===== src/design/vnu_pkg.sv =====
// Package for the vector normalize unit: widths, mode codes and the structs
// passed between the lanes and the merge and normalize stages.
// Used by every module of the block; depends on nothing.
package vnu_pkg;

  localparam int COMP_W   = 32;
  localparam int FRAC_W   = 16;
  localparam int WIDE_W   = 2 * COMP_W;
  localparam int NORM_POS = 31;
  localparam int ROOT_W   = 32;
  localparam int REM_W    = ROOT_W + 2;
  localparam int QUO_W    = FRAC_W + 1;
  localparam int NUM_W    = ROOT_W + FRAC_W;
  localparam int SHIFT_W  = $clog2(WIDE_W);
  localparam int SQ_ST    = ROOT_W;
  localparam int DIV_ST   = QUO_W;
  localparam int PIPE_ST  = 1 + 2 + 6 + SQ_ST + DIV_ST;

  localparam logic [WIDE_W-1:0] NORM_TOP = WIDE_W'(1) << NORM_POS;
  localparam logic [COMP_W-1:0] RES_LIM  = COMP_W'((64'd1 << (COMP_W - 1)) - 64'd1);

  localparam logic [1:0] MODE_NORM_A     = 2'd0;
  localparam logic [1:0] MODE_NORM_DIFF  = 2'd1;
  localparam logic [1:0] MODE_NORM_CROSS = 2'd2;
  localparam logic [1:0] MODE_DOT        = 2'd3;

  typedef struct packed {
    logic              neg;
    logic [WIDE_W-1:0] mag;
    logic [WIDE_W-1:0] prod;
  } lane_out_t;

  typedef struct packed {
    logic              dot_mode;
    logic              zero;
    logic [2:0]        neg;
    logic [WIDE_W-1:0] dot;
  } side_t;

endpackage


===== src/design/vnu_isqrt.sv =====
// Pipelined integer square root, one root bit per stage.
// Depends on vnu_pkg.
module vnu_isqrt
  import vnu_pkg::*;
(
  input  logic              clk,
  input  logic              adv,
  input  logic [WIDE_W-1:0] s_in,
  output logic [ROOT_W-1:0] q_out
);

  logic [WIDE_W-1:0] s_r    [SQ_ST];
  logic [REM_W-1:0]  rem_r  [SQ_ST];
  logic [ROOT_W-1:0] root_r [SQ_ST];
  logic [WIDE_W-1:0] s_nxt    [SQ_ST];
  logic [REM_W-1:0]  rem_nxt  [SQ_ST];
  logic [ROOT_W-1:0] root_nxt [SQ_ST];

  always_comb begin
    for (int k = 0; k < SQ_ST; k++) begin
      logic [WIDE_W-1:0] sp;
      logic [REM_W-1:0]  rp;
      logic [ROOT_W-1:0] qp;
      logic [REM_W+1:0]  t;
      logic [REM_W+1:0]  trial;
      sp = (k == 0) ? s_in : s_r[(k == 0) ? 0 : k - 1];
      rp = (k == 0) ? '0   : rem_r[(k == 0) ? 0 : k - 1];
      qp = (k == 0) ? '0   : root_r[(k == 0) ? 0 : k - 1];
      t     = {rp, sp[WIDE_W-1 -: 2]};
      trial = (REM_W + 2)'({qp, 2'b01});
      s_nxt[k] = sp << 2;
      if (t >= trial) begin
        rem_nxt[k]  = REM_W'(t - trial);
        root_nxt[k] = {qp[ROOT_W-2:0], 1'b1};
      end else begin
        rem_nxt[k]  = REM_W'(t);
        root_nxt[k] = {qp[ROOT_W-2:0], 1'b0};
      end
    end
  end

  always_ff @(posedge clk) begin
    if (adv) begin
      for (int k = 0; k < SQ_ST; k++) begin
        s_r[k]    <= s_nxt[k];
        rem_r[k]  <= rem_nxt[k];
        root_r[k] <= root_nxt[k];
      end
    end
  end

  assign q_out = root_r[SQ_ST-1];

endmodule


===== config.mk =====
export PLATFORM = sky130hd
export DESIGN_NAME = vnu_isqrt
export DESIGN_NICKNAME = d
export VERILOG_FILES = /design/src/design/vnu_pkg.sv /design/src/design/vnu_isqrt.sv
export SDC_FILE = /design/constraint.sdc
export NUM_CORES = 2
export LEC_CHECK = 0
export BUFFER_PORTS_ARGS = -buffer_cell sky130_fd_sc_hd__buf_2
export CAP_MARGIN = 20
export CELL_PAD_IN_SITES_DETAIL_PLACEMENT = 0
export CELL_PAD_IN_SITES_GLOBAL_PLACEMENT = 1
export CORE_ASPECT_RATIO = 1.4
export CORE_MARGIN = 3
export CORE_UTILIZATION = 53
export DETAILED_ROUTE_END_ITERATION = 7
export GPL_TIMING_DRIVEN = 0
export PLACE_DENSITY = 0.81
export SETUP_SLACK_MARGIN = 0.4
export SYNTH_ARGS = -nofsm -noshare
export SYNTH_HDL_FRONTEND = slang
export SYNTH_MEMORY_MAX_BITS = 65536
export SYNTH_SLANG_ARGS = --single-unit

===== constraint.sdc =====
create_clock -name clk -period 4.4 [get_ports clk]
set_clock_uncertainty 0.2 [all_clocks]
set_input_delay 0.88 -clock clk [delete_from_list [all_inputs] [get_ports clk]]
set_output_delay 0.88 -clock clk [all_outputs]
set_load 0.005 [all_outputs]

Yosys cells after proc, flatten, opt, wreduce, memory -nomap -nowiden
Memory sizes are Yosys's and may differ from the RTL's.
Index checks and enable logic that the tools add are counted.
{"block": "op_classes", "multipliers": 0, "n_eq_ne": 0, "div_mod_pow": 0, "bitwise_logic": 0, "n_addsub": 32, "n_reduce_logical": 0, "shifts": 0, "magnitude_cmp": 32, "n_mux": 66}
{"operator": "36-bit by 34-bit greater-or-equal comparator with 1-bit output", "n": 31}
{"operator": "34-bit two-way mux", "n": 32}
{"operator": "34-bit subtractor", "n": 31}
{"operator": "1-bit two-way mux", "n": 34}
{"operator": "2-bit by 1-bit subtractor with 3-bit output, second input constant", "n": 1}
{"operator": "2-bit by 1-bit greater-or-equal comparator with 1-bit output, second input constant", "n": 1}
{"block": "word_totals", "n_memories": 3, "regBits": 0, "latch_bits": 0, "wordCells": 133, "mem_bits_ro": 0, "output_inout_bits": 32, "mem_bits_rw": 4096}
{"name": "s_r", "depth": 32, "word_bits": 62, "rd": 31, "rd_clocked_by_memory_dff": 0, "wr": 32, "line_no": "vnu_isqrt.sv:12", "rtl": "logic [WIDE_W-1:0] s_r [SQ_ST];"}
{"name": "rem_r", "depth": 32, "word_bits": 34, "rd": 31, "rd_clocked_by_memory_dff": 0, "wr": 32, "line_no": "vnu_isqrt.sv:13", "rtl": "logic [REM_W-1:0] rem_r [SQ_ST];"}
{"name": "root_r", "depth": 32, "word_bits": 32, "rd": 32, "rd_clocked_by_memory_dff": 0, "wr": 32, "line_no": "vnu_isqrt.sv:14", "rtl": "logic [ROOT_W-1:0] root_r [SQ_ST];"}

Longest topological paths before layout
An unclocked memory read counts as a cell.
{"block": "logic_depth", "depth_word": 3, "depth_mapped": 14}

Least setup slack after synthesis
No wires, ideal clock.
{"block": "synth_path", "kind": "register to register", "start": "memory rem_r[0][248] (netlist bit)", "end": "memory rem_r[0][300] (netlist bit) (data pin)", "required_time_ns": 3.929, "synth_period_minus_slack_ns": 3.906, "path_buffers": 2, "stages_incl_launch_ff": 13, "path_slack_ns": 0.494, "t_arrival_ns": 3.435, "cell_sequence": "edfxtp_1 or4_1 or3_1 or4_4 or4_1 buf_2 or3_4 nor2b_1 nand4b_2 or2_1 buf_2 nor4_1 xor2_1"}
{"element": "start, declared", "line_no": "vnu_isqrt.sv:13"}

==> results.cfg <==
[timing]
setup_violations = 0
rsz0062_at_grt = true
timing.final.ws_setup_ns = 0.3502
worst_pin_slew_ns = 1.073
max_freq_ghz = 0.2469
hold_viol = 0
hold_slack_ns = 0.09531
maxSlewViolCount = 0
slew_headroom_pct = 28.48
fin_crit_ns = 4.050
finalCritPeriodShare_pct = 92.04

[grt]
grt_usage_pct = 22.59
grt_pass1_wl_mm = 398.3
grt_antenna_before_repair = 7
grt-ovfl-total = 0
grt_max_degree = 189
grt_pass1_vias = 72500

[detailed_routing]
route.detailed.drc = 0
ant_nets = 0
viasPerCell = 5.637
totalWireLength_mm = 261.7
num_vias = 71210
drtPass1Iterations = 5
dr.first_iter.drc_count = 4428
wire_per_inst_um = 20.71

[logic_synthesis]
ys_seq_elements = 2523
yosys-top-cells-area = edfxtp_1 65%, ha_1 6.0%, xor2_1 3.2%, xnor2_1 3.1%, inv_1 2.3%
synth_ff_type = edfxtp_1
synth-edff-count = 2523
syn_nets = 9666
yosysWarnings = 0
syn_inst = 9038
avgSynthCellArea_um2 = 12.95
synth.yosys.seq_area_share_pct = 64.72
synth_top_cell_by_area = edfxtp_1
async_reset_ff_share_pct = 0
netlist_area_mm2 = 0.1171
synth_top_area_share_pct = 64.72
synth_cell_types = 89

[clocking]
cts-root-buf = clkbuf_16
cts_made_buffers = 242
cts_tree = done
clk_transition_reported_paths_ns = 0.06
clk_latency_ns = 0.90
clock-sinks = 2523
clk_path_buf_depth = 4
cts_htree_levels = 4

[setup_path]
crit_path_max_fanout = 5
arrival_ns = 4.50
crit_path_start_kind = flip-flop
endpoint_kind = flip-flop
required_ns = 4.85
path_class = reg2reg

[die]
die_h_um = 562.1
die_w_um = 403.2
rows = 203
core_mm2 = 0.2189
ios = 98
start_util_pct = 53.47
die_area_mm2 = 0.2266

[place]
placedInstanceArea_mm2 = 0.1216
dp_hpwl_mm = 190.7
preCtsSetupSlack_ns = -1.492
routabilityCongestion = 0.9218
portBuffers = 97

[final_layout]
fin_nets = 10190
post-route-util_pct = 60.42
design_area_mm2 = 0.1323
drive_gt1_share_pct = 9.655
syn2layout_area_growth_pct = 13.00
nFillCells = 16950
regArea_mm2 = 0.07576
multi_input_area_mm2 = 0.03896

[hold_path]
hp-class = in2reg

[run]
maxCapViolations = 0

[power]
power_density_mw_per_mm2 = 506.8
vdd_drop_max_mv = 0.3811
leakagePower_nw = 50.57

[run_status]
status = complete, no violations
[sequential cells by signal (all words and copies together) (netlist names)]
name,flops
root_r,528
rem_r,1003
s_r,992
[synth_stat cells (144+ instances only)]
cell type	number
xor2_1	431
o21ai_0	513
clkbuf_1	144
inv_1	722
a21oi_1	537
ha_1	562
nor3_1	226
edfxtp_1	2523
a21o_1	255
nand2_1	679
nor2_1	510
xnor2_1	410
[what timing repair did]
item,CTS,global route
hold endpoints to repair,62,0
hold buffers,62,0
pin swaps,38,25
cloned,2,1
endpoints found under the setup margin,604,381
resized for setup,265,143
setup buffers,72,26
[path summary, 6_finish.rpt]
check,depth (start not counted),slack [ns],startpoint,end
max,13,0.35,rem_r[0][212],rem_r[0][271]
max reg2reg,13,0.35,rem_r[0][212],rem_r[0][271]
min,2,0.1,s_in[63],root_r[0][0]
min reg2reg,0,0.17,s_r[1][50],s_r[1][114]
[cells in the final DEF, fill, tap and decap left out, types with 30 or more instances in the layout]
cell type      count
edfxtp_1        2523
xnor2_1          408
nor2_1           507
clkbuf_2          39
or3_1            108
nor4_1           110
nor3_1           206
and3_1            41
clkbuf_16        244
a21o_1           255
inv_1            720
xor2_1           431
bufinv_16         30
clkbuf_1         100
clkinv_2          36
nand2_1          673
dlygate4sd3_1     62
nand4_1          102
or2_2             37
o21a_1           112
mux2_2            52
nor2b_1           84
clkinv_1          60
a21oi_1          522
o31ai_1           58
a31oi_1           38
buf_4             99
ha_1             558
o21bai_1          45
buf_2            111
a211oi_1          36
nand3_1          117
nand2b_1         104
or4_1             43
o21ai_0          488
[stage by stage]
stage | setup TNS, ns | power (W) | instances
2_1_floorplan | 0 | 0.04175 | 9038
3_3_place_gp | - | 0.04778 | 12010
3_5_place_dp | -235.87 | 0.04620 | 12030
4_1_cts | 0 | 0.06741 | 12600
5_1_grt | 0 | 0.07033 | 12630
6_report | 0 | 0.06703 | 12630
[cell type report]
class                   instances  share of cell area (%)
plain buffers                 168                  0.7264
clock buffers                 271                   4.676
well taps                    2870                   2.715
inverters                     723                   2.057
multi-input cells            5624                   29.45
diodes                          6                 0.01135
clock inverters               167                   1.273
flip-flops and latches       2523                   57.28
repair buffers                281                   1.810
[worst max-delay path, stage by stage (launching register included)]
cell and delay, ns:
edfxtp_1 0.40, or4_4 0.56, or3_4 0.34, or4_4 0.43, or3_4 0.34, buf_6 0.14
o31ai_4 0.18, or2_4 0.16, buf_4 0.11, o211ai_4 0.10, or3_4 0.35, buf_6 0.14
nor4_4 0.13, xor2_1 0.26
[report_power, final]
group	internal, W	switching (W)	total (W)
registers	0.0304	0.00191	0.0323
logic	0.00580	0.00828	0.0141
clock network	0.0118	0.00882	0.0207
[routing by layer]
layer  global-route usage (%)  up-vias  wire (um)
met4                    14.09        0      18600
li1                         -    34420          -
met1                    21.43    34580      87420
met5                        0        -          0
met2                    45.28     1493     147800
met3                    2.572      717       7813
[logic make-up (layout without fill, tap and decap cells)]
family / count (synthesis) / count (layout) / share of synthesized area (%)
compound gates: 1829 / 1829 / 9.663
xor+xnor: 841 / 841 / 6.292
fa+ha+maj: 562 / 562 / 6.007
buf+inv: 891 / 1610 / 2.877
flops: 2523 / 2523 / 64.72
mux: 69 / 69 / 0.6456
other cells: 1 / 7 / 0.003203
simple gates: 2322 / 2322 / 9.791
(Power assumes the default switching activity.)
