**src/design/vnu_pkg.sv**
```systemverilog
// Package for the vector normalize unit: widths, mode codes and the structs
// passed between the lanes and the merge and normalize stages.
// Used by every module of the block; depends on nothing.
package vnu_pkg;

  localparam int COMP_W   = 32;
  localparam int FRAC_W   = 16;
  localparam int WIDE_W   = 2 * COMP_W;
  localparam int NORM_POS = 31;
  localparam int ROOT_W   = 32;
  localparam int REM_W    = ROOT_W + 2;
  localparam int QUO_W    = FRAC_W + 1;
  localparam int NUM_W    = ROOT_W + FRAC_W;
  localparam int SHIFT_W  = $clog2(WIDE_W);
  localparam int SQ_ST    = ROOT_W;
  localparam int DIV_ST   = QUO_W;
  localparam int PIPE_ST  = 1 + 2 + 6 + SQ_ST + DIV_ST;

  localparam logic [WIDE_W-1:0] NORM_TOP = WIDE_W'(1) << NORM_POS;
  localparam logic [COMP_W-1:0] RES_LIM  = COMP_W'((64'd1 << (COMP_W - 1)) - 64'd1);

  localparam logic [1:0] MODE_NORM_A     = 2'd0;
  localparam logic [1:0] MODE_NORM_DIFF  = 2'd1;
  localparam logic [1:0] MODE_NORM_CROSS = 2'd2;
  localparam logic [1:0] MODE_DOT        = 2'd3;

  typedef struct packed {
    logic              neg;
    logic [WIDE_W-1:0] mag;
    logic [WIDE_W-1:0] prod;
  } lane_out_t;

  typedef struct packed {
    logic              dot_mode;
    logic              zero;
    logic [2:0]        neg;
    logic [WIDE_W-1:0] dot;
  } side_t;

endpackage

```
**src/design/vnu_div.sv**
```systemverilog
// Pipelined restoring divider for one lane: rounds m * 2^FRAC_W by q,
// one quotient bit per stage. Depends on vnu_pkg.
module vnu_div
  import vnu_pkg::*;
(
  input  logic              clk,
  input  logic              adv,
  input  logic [COMP_W-1:0] m_in,
  input  logic [ROOT_W-1:0] q_in,
  output logic [QUO_W-1:0]  quo_out
);

  logic [ROOT_W-1:0] rem_r [DIV_ST];
  logic [QUO_W-1:0]  low_r [DIV_ST];
  logic [ROOT_W-1:0] q_r   [DIV_ST];
  logic [QUO_W-1:0]  quo_r [DIV_ST];
  logic [ROOT_W-1:0] rem_nxt [DIV_ST];
  logic [QUO_W-1:0]  low_nxt [DIV_ST];
  logic [ROOT_W-1:0] q_nxt   [DIV_ST];
  logic [QUO_W-1:0]  quo_nxt [DIV_ST];
  logic [NUM_W-1:0]  num;

  assign num = (NUM_W'(m_in) << FRAC_W) + NUM_W'(q_in >> 1);

  always_comb begin
    for (int k = 0; k < DIV_ST; k++) begin
      logic [ROOT_W-1:0] rp;
      logic [QUO_W-1:0]  lp;
      logic [ROOT_W-1:0] qp;
      logic [QUO_W-1:0]  op;
      logic [ROOT_W:0]   t;
      rp = (k == 0) ? ROOT_W'(num >> QUO_W) : rem_r[(k == 0) ? 0 : k - 1];
      lp = (k == 0) ? num[QUO_W-1:0]        : low_r[(k == 0) ? 0 : k - 1];
      qp = (k == 0) ? q_in                  : q_r[(k == 0) ? 0 : k - 1];
      op = (k == 0) ? '0                    : quo_r[(k == 0) ? 0 : k - 1];
      t  = {rp, lp[QUO_W-1]};
      low_nxt[k] = lp << 1;
      q_nxt[k]   = qp;
      if (t >= {1'b0, qp}) begin
        rem_nxt[k] = ROOT_W'(t - {1'b0, qp});
        quo_nxt[k] = {op[QUO_W-2:0], 1'b1};
      end else begin
        rem_nxt[k] = ROOT_W'(t);
        quo_nxt[k] = {op[QUO_W-2:0], 1'b0};
      end
    end
  end

  always_ff @(posedge clk) begin
    if (adv) begin
      for (int k = 0; k < DIV_ST; k++) begin
        rem_r[k] <= rem_nxt[k];
        low_r[k] <= low_nxt[k];
        q_r[k]   <= q_nxt[k];
        quo_r[k] <= quo_nxt[k];
      end
    end
  end

  assign quo_out = quo_r[DIV_ST-1];

endmodule
```
**config.mk**
```make
export PLATFORM = sky130hd
export DESIGN_NAME = vnu_div
export DESIGN_NICKNAME = d
export VERILOG_FILES = /design/src/design/vnu_pkg.sv /design/src/design/vnu_div.sv
export SDC_FILE = /design/constraint.sdc
export NUM_CORES = 2
export LEC_CHECK = 0
export BUFFER_PORTS_ARGS = -buffer_cell sky130_fd_sc_hd__buf_2
export CAP_MARGIN = 30
export CORE_ASPECT_RATIO = 0.75
export CORE_MARGIN = 3
export CORE_UTILIZATION = 25
export DETAILED_ROUTE_END_ITERATION = 10
export PLACE_DENSITY = 0.37
export RECOVER_POWER = 50
export SYNTH_ARGS = -nofsm -noshare
export SYNTH_HDL_FRONTEND = slang
export SYNTH_SLANG_ARGS = --single-unit
```
**constraint.sdc**
```tcl
create_clock -name clk -period 6.3 [get_ports clk]
set_input_delay 0 -clock clk [delete_from_list [all_inputs] [get_ports clk]]
set_output_delay 0 -clock clk [all_outputs]
set_load 0.01 [all_outputs]
```
== Yosys cells after proc, flatten, opt, wreduce, memory -nomap -nowiden ==
Memories as Yosys holds them, arrays and structs flattened.
Cells that the tools add are included.
Word-level totals
  flip-flop bits (word level): 0
  memory bits (writable): 1649
  input bits: 66
  output and inout bits: 17
  word-level logic and storage cells: 75
  memories kept: 4
Operators by class
  add/subtract/negate cells: 18
  magnitude comparators: 17
  mux-type cells: 36
Memories
  q_r: words 17, width 32, rd ports 16, clocked after memory_dff 0, write ports 17, RTL line vnu_div.sv:15  | logic [ROOT_W-1:0] q_r [DIV_ST];
  rem_r: words 17, width 32, rd ports 16, clocked after memory_dff 0, write ports 17, RTL line vnu_div.sv:13  | logic [ROOT_W-1:0] rem_r [DIV_ST];
  quo_r: words 17, width 17, rd ports 17, clocked after memory_dff 0, write ports 17, RTL line vnu_div.sv:16  | logic [QUO_W-1:0] quo_r [DIV_ST];
  low_r: words 17, width 16, rd ports 16, clocked after memory_dff 0, write ports 17, RTL line vnu_div.sv:14  | logic [QUO_W-1:0] low_r [DIV_ST];
Operators by type and width (number)
  32-bit two-way mux: 17
  32-bit subtractor: 17
  33-bit by 32-bit >= comparator with 1-bit output: 16
  48-bit by 31-bit adder with 48-bit output: 1
  32-bit >= comparator: 1
  1-bit two-way mux: 19

== Depth between registers and ports, before layout ==
  word-level depth: 3
  depth in mapped cells: 26
  depth with buffers taken out: 25

== Worst setup path after synthesis ==
Ideal clock, no wire load.
  kind: input to register
  start point: input port m_in[1]
  end point: memory rem_r[0][18], data pin
  library setup time: 0.260 ns
  arrival time: 4.511 ns
  required time: 6.040 ns
  slack: 1.529 ns
  stages on the path: 24
  path buffers: 2
  cells stage by stage: ha_1 -> a21o_1 -> a21oi_1 -> o21a_1 -> nor4_1 -> or3_1 -> o31a_1 -> a211oi_1 -> nor2_1 -> nand3_1 -> xnor2_1 -> ha_1 -> clkbuf_1 -> a21o_1 -> a21o_1 -> a21o_1 -> a21oi_1 -> nor2b_1 -> o21ai_0 -> nand2b_1 -> a21oi_1 -> o21ai_1 -> clkbuf_1 -> mux2_2
RTL lines
  from (decl): RTL line vnu_div.sv:8  | input logic [COMP_W-1:0] m_in,
  to (decl): RTL line vnu_div.sv:13

==> impl_metrics.toml <==
[setup_path]
cp_max_fo = 38
ff2ff_path_depth = 14
required_ns = 6.83
reg2reg_slack_ns = 1.40
cp-startpoint = "q_in[18]"
start_kind = "primary input"
cp-end-kind = "flop"
r2r-end = "rem_r[0][286]$_DFFE_PP_"
rr_startpoint = "q_r[0][233]$_DFFE_PP_"
cp.arrival_ns = 5.83
endpoint = "rem_r[0][3]$_DFFE_PP_"
criticalPathCategory = "in -> reg"

[sta]
slew_violations = 734
maxSlewHeadroom = -1.23
worst_pin_slew_ns = 3.34
setup_viol = 0
tns_ns = 0
fin_crit_sh = 0.843
fin_crit_ns = 5.31
rsz0062_at_grt = "no"
max_freq_mhz = 188
skew_ns = 0.0326
hold_viol = 0
holdWs_ns = 0.0954

[logic_synthesis]
synth_top_area_share = 0.504
syn_area_per_cell_sq_um = 11.1
synth-seq-cells = 1177
synth_compound_gate_area_share = 0.149
synth_warnings = 0
synth_cells = 6338
synth_mux_area_frac = 0.0476
synthAdderAreaFrac = 0.105
synth_top_family_by_area = "compound AO/OA/AOI/OAI gates"
ys_top_cells_by_count = "edfxtp_1 (1177), inv_1 (691), ha_1 (559)"
syn_nets = 6980
synth.area.top_cells = "edfxtp_1 (50%), ha_1 (10%), mux2_2 (4.2%)"
synthFlopType = "edfxtp_1"
synth_xor_area_frac = 0.0571
synth_edf_count = 1177
synthSimpleGateAreaFrac = 0.0910
seq_area_frac_synth = 0.504
netlist_area_sq_um = 70100
synth_cell_type_count = 87
synthArstFlopShare = 0
yosys.area.top_type = "edfxtp_1"
yosysMostFrequentCell = "edfxtp_1"

[clock_tree]
cts_made_buffers = 145
cts.path.max_buffers = 4
clock-sinks = 1177
root_buffer = "clkbuf_16"
ctsResizeCount = 0
cts_max_level = 4
path_clk_slew_ns = 0.06
clock_latency_ns = 0.79
cts_tree = "built"

[power]
combPwrFrac = 0.472
cellPowerDensity_nw_per_um2 = 514
vdd_drop_max_uv = 208
total_power_uw = 41500
p_leak_uw = 0.0324
switching_power_uw = 15900
p_sw_frac = 0.383
p_seq_frac = 0.322
clkPwrFrac = 0.206
intPower_uw = 25600

[route]
wirelength_microns = 195000
dr.pass1.iters = 6
drt_iter0_drc = 3699
route.detailed.drc = 0
antenna_left = 0
dr_total_vias = 47700
wl_per_cell_microns = 18.8
viasPerCell = 4.59

[grt]
grt_max_degree = 152
grt_pass1_wl_microns = 294000
first_global_vias = 46500
grt-ovfl-total = 0
track_usage = 0.133
antenna_found_initial = 5

[run]
maxCapViolCount = 7

[die]
die-width_microns = 617
fp.coreArea_sq_um = 277000
start_util = 0.253
die_area_sq_um = 287000
ios = 83
fp.dieH_microns = 464
num_rows = 167

[final_layout]
nets = 7211
drive_above_1_share = 0.0898
area_growth_pct = 15.3
final_area_sq_um = 80800
fill_cells = 28800

[hold_path]
hp-class = "in -> reg"

[placement]
postPlaceCellArea_sq_um = 75200
io_buffers = 82
gp_congestion = 0.835
dpl.hpwl_microns = 150000

[outcome]
status = "finished with violations"
violations = "max-capacitance violations, max-slew violations"
## how the worst min path moves through the flow
stage / startpoint / to / slack (ns) / depth (start not counted)
global placement: q_in[7] / q_r[0][7]$_DFFE_PP_ / 0.19 / 1
global route: m_in[11] / rem_r[0][11]$_DFFE_PP_ / 0.07 / 5
detailed placement: q_in[7] / q_r[0][7]$_DFFE_PP_ / 0.20 / 1
CTS: m_in[11] / rem_r[0][11]$_DFFE_PP_ / 0.003 / 5
finish: m_in[11] / rem_r[0][11]$_DFFE_PP_ / 0.1 / 5
floorplan: q_in[0] / q_r[0][0]$_DFFE_PP_ / 0.1 / 0
## stage by stage
stage                     worst slack, ns   util  cells
after floorplan                      1.53      -   6338
after global placement              0.771  0.271  10000
after detailed placement            0.846  0.271  10000
after CTS                            1.15  0.292  10400
after global routing                0.659  0.291  10400
final                               0.992  0.291  10400
## cell usage in the layout, fill, tap and decap left out, drive strengths merged, types with 87 or more instances in the layout
cell type / netlist / routed
a21oi: 482 / 482
ha: 559 / 559
nor2: 313 / 313
mux2: 270 / 270
nand4: 87 / 87
nand3: 102 / 102
a21o: 280 / 280
xnor2: 296 / 296
edfxtp: 1177 / 1177
clkbuf: 104 / 228
xor2: 161 / 161
dlygate4sd3: 0 / 105
nand2: 435 / 435
inv: 691 / 699
o21ai: 422 / 422
## worst max-delay path, cell delays in order
cell and delay [ns]:
dlygate4sd3_1 0.55, clkbuf_1 0.13, ha_1 0.29, a21o_1 0.18, a21oi_1 0.29, o21a_1 0.20
nor4_1 0.06, or3_1 0.37, o31a_1 0.27, a211oi_1 0.41, nor2_1 0.31, nand3_1 0.18
xnor2_1 0.09, ha_1 0.41, nand2_1 0.11, nor3_1 0.48, o211a_1 0.23, a211oi_1 0.05
buf_4 0.18, o21ai_4 0.35, buf_12 0.26, mux2_2 0.37
## layout make-up
| class | instances | area, sq um | share of cell area |
|---|---|---|---|
| clock inverter | 79 | 900 | 0.0111 |
| antenna | 2 | 5.00 | 0.0000619 |
| tap | 3718 | 4650 | 0.0576 |
| inverter | 691 | 2590 | 0.0321 |
| timing repair buffer | 232 | 1860 | 0.0230 |
| sequential | 1177 | 35300 | 0.437 |
| clock buffer | 168 | 3820 | 0.0473 |
| multi-input combinational | 4322 | 31600 | 0.391 |
## sequential cells by signal (all words and copies together) (netlist names)
signal and cells:
q_r 512, rem_r 512, quo_r 153
## layer usage
metal,up-vias,part of all wire,global-route usage
li1,23700,-,-
met3,216,0.045,0.0199
met5,-,0.000046,0
met4,2,0.017,0.0250
met2,875,0.41,0.193
met1,23000,0.53,0.205
## power groups by stage
stage               clock network, uW  logic [uW]  registers [uW]
global placement                    0       19400           13600
floorplan                           0       14700           12600
global route                     9240       21800           13600
detailed placement                  0       19400           13600
CTS                              8940       19600           13500
finish                           8540       19600           13400
## kinds of logic (layout without fill, tap and decap cells)
family                   Yosys count  count (layout)
other                              0               2
adder cells (fa/ha/maj)          576             576
buffers and inverters            839            1170
multiplexers                     296             296
AO/OA/AOI/OAI                   1662            1662
XOR/XNOR                         457             457
AND/OR/NAND/NOR                 1331            1331
flip-flops                      1177            1177
## timing repair
| item | CTS | global route |
|---|---|---|
| setup buffers | 0 | 0 |
| hold buffers | 105 | 0 |
| hold endpoints to repair | 159 | 0 |
(Power assumes the default switching activity.)
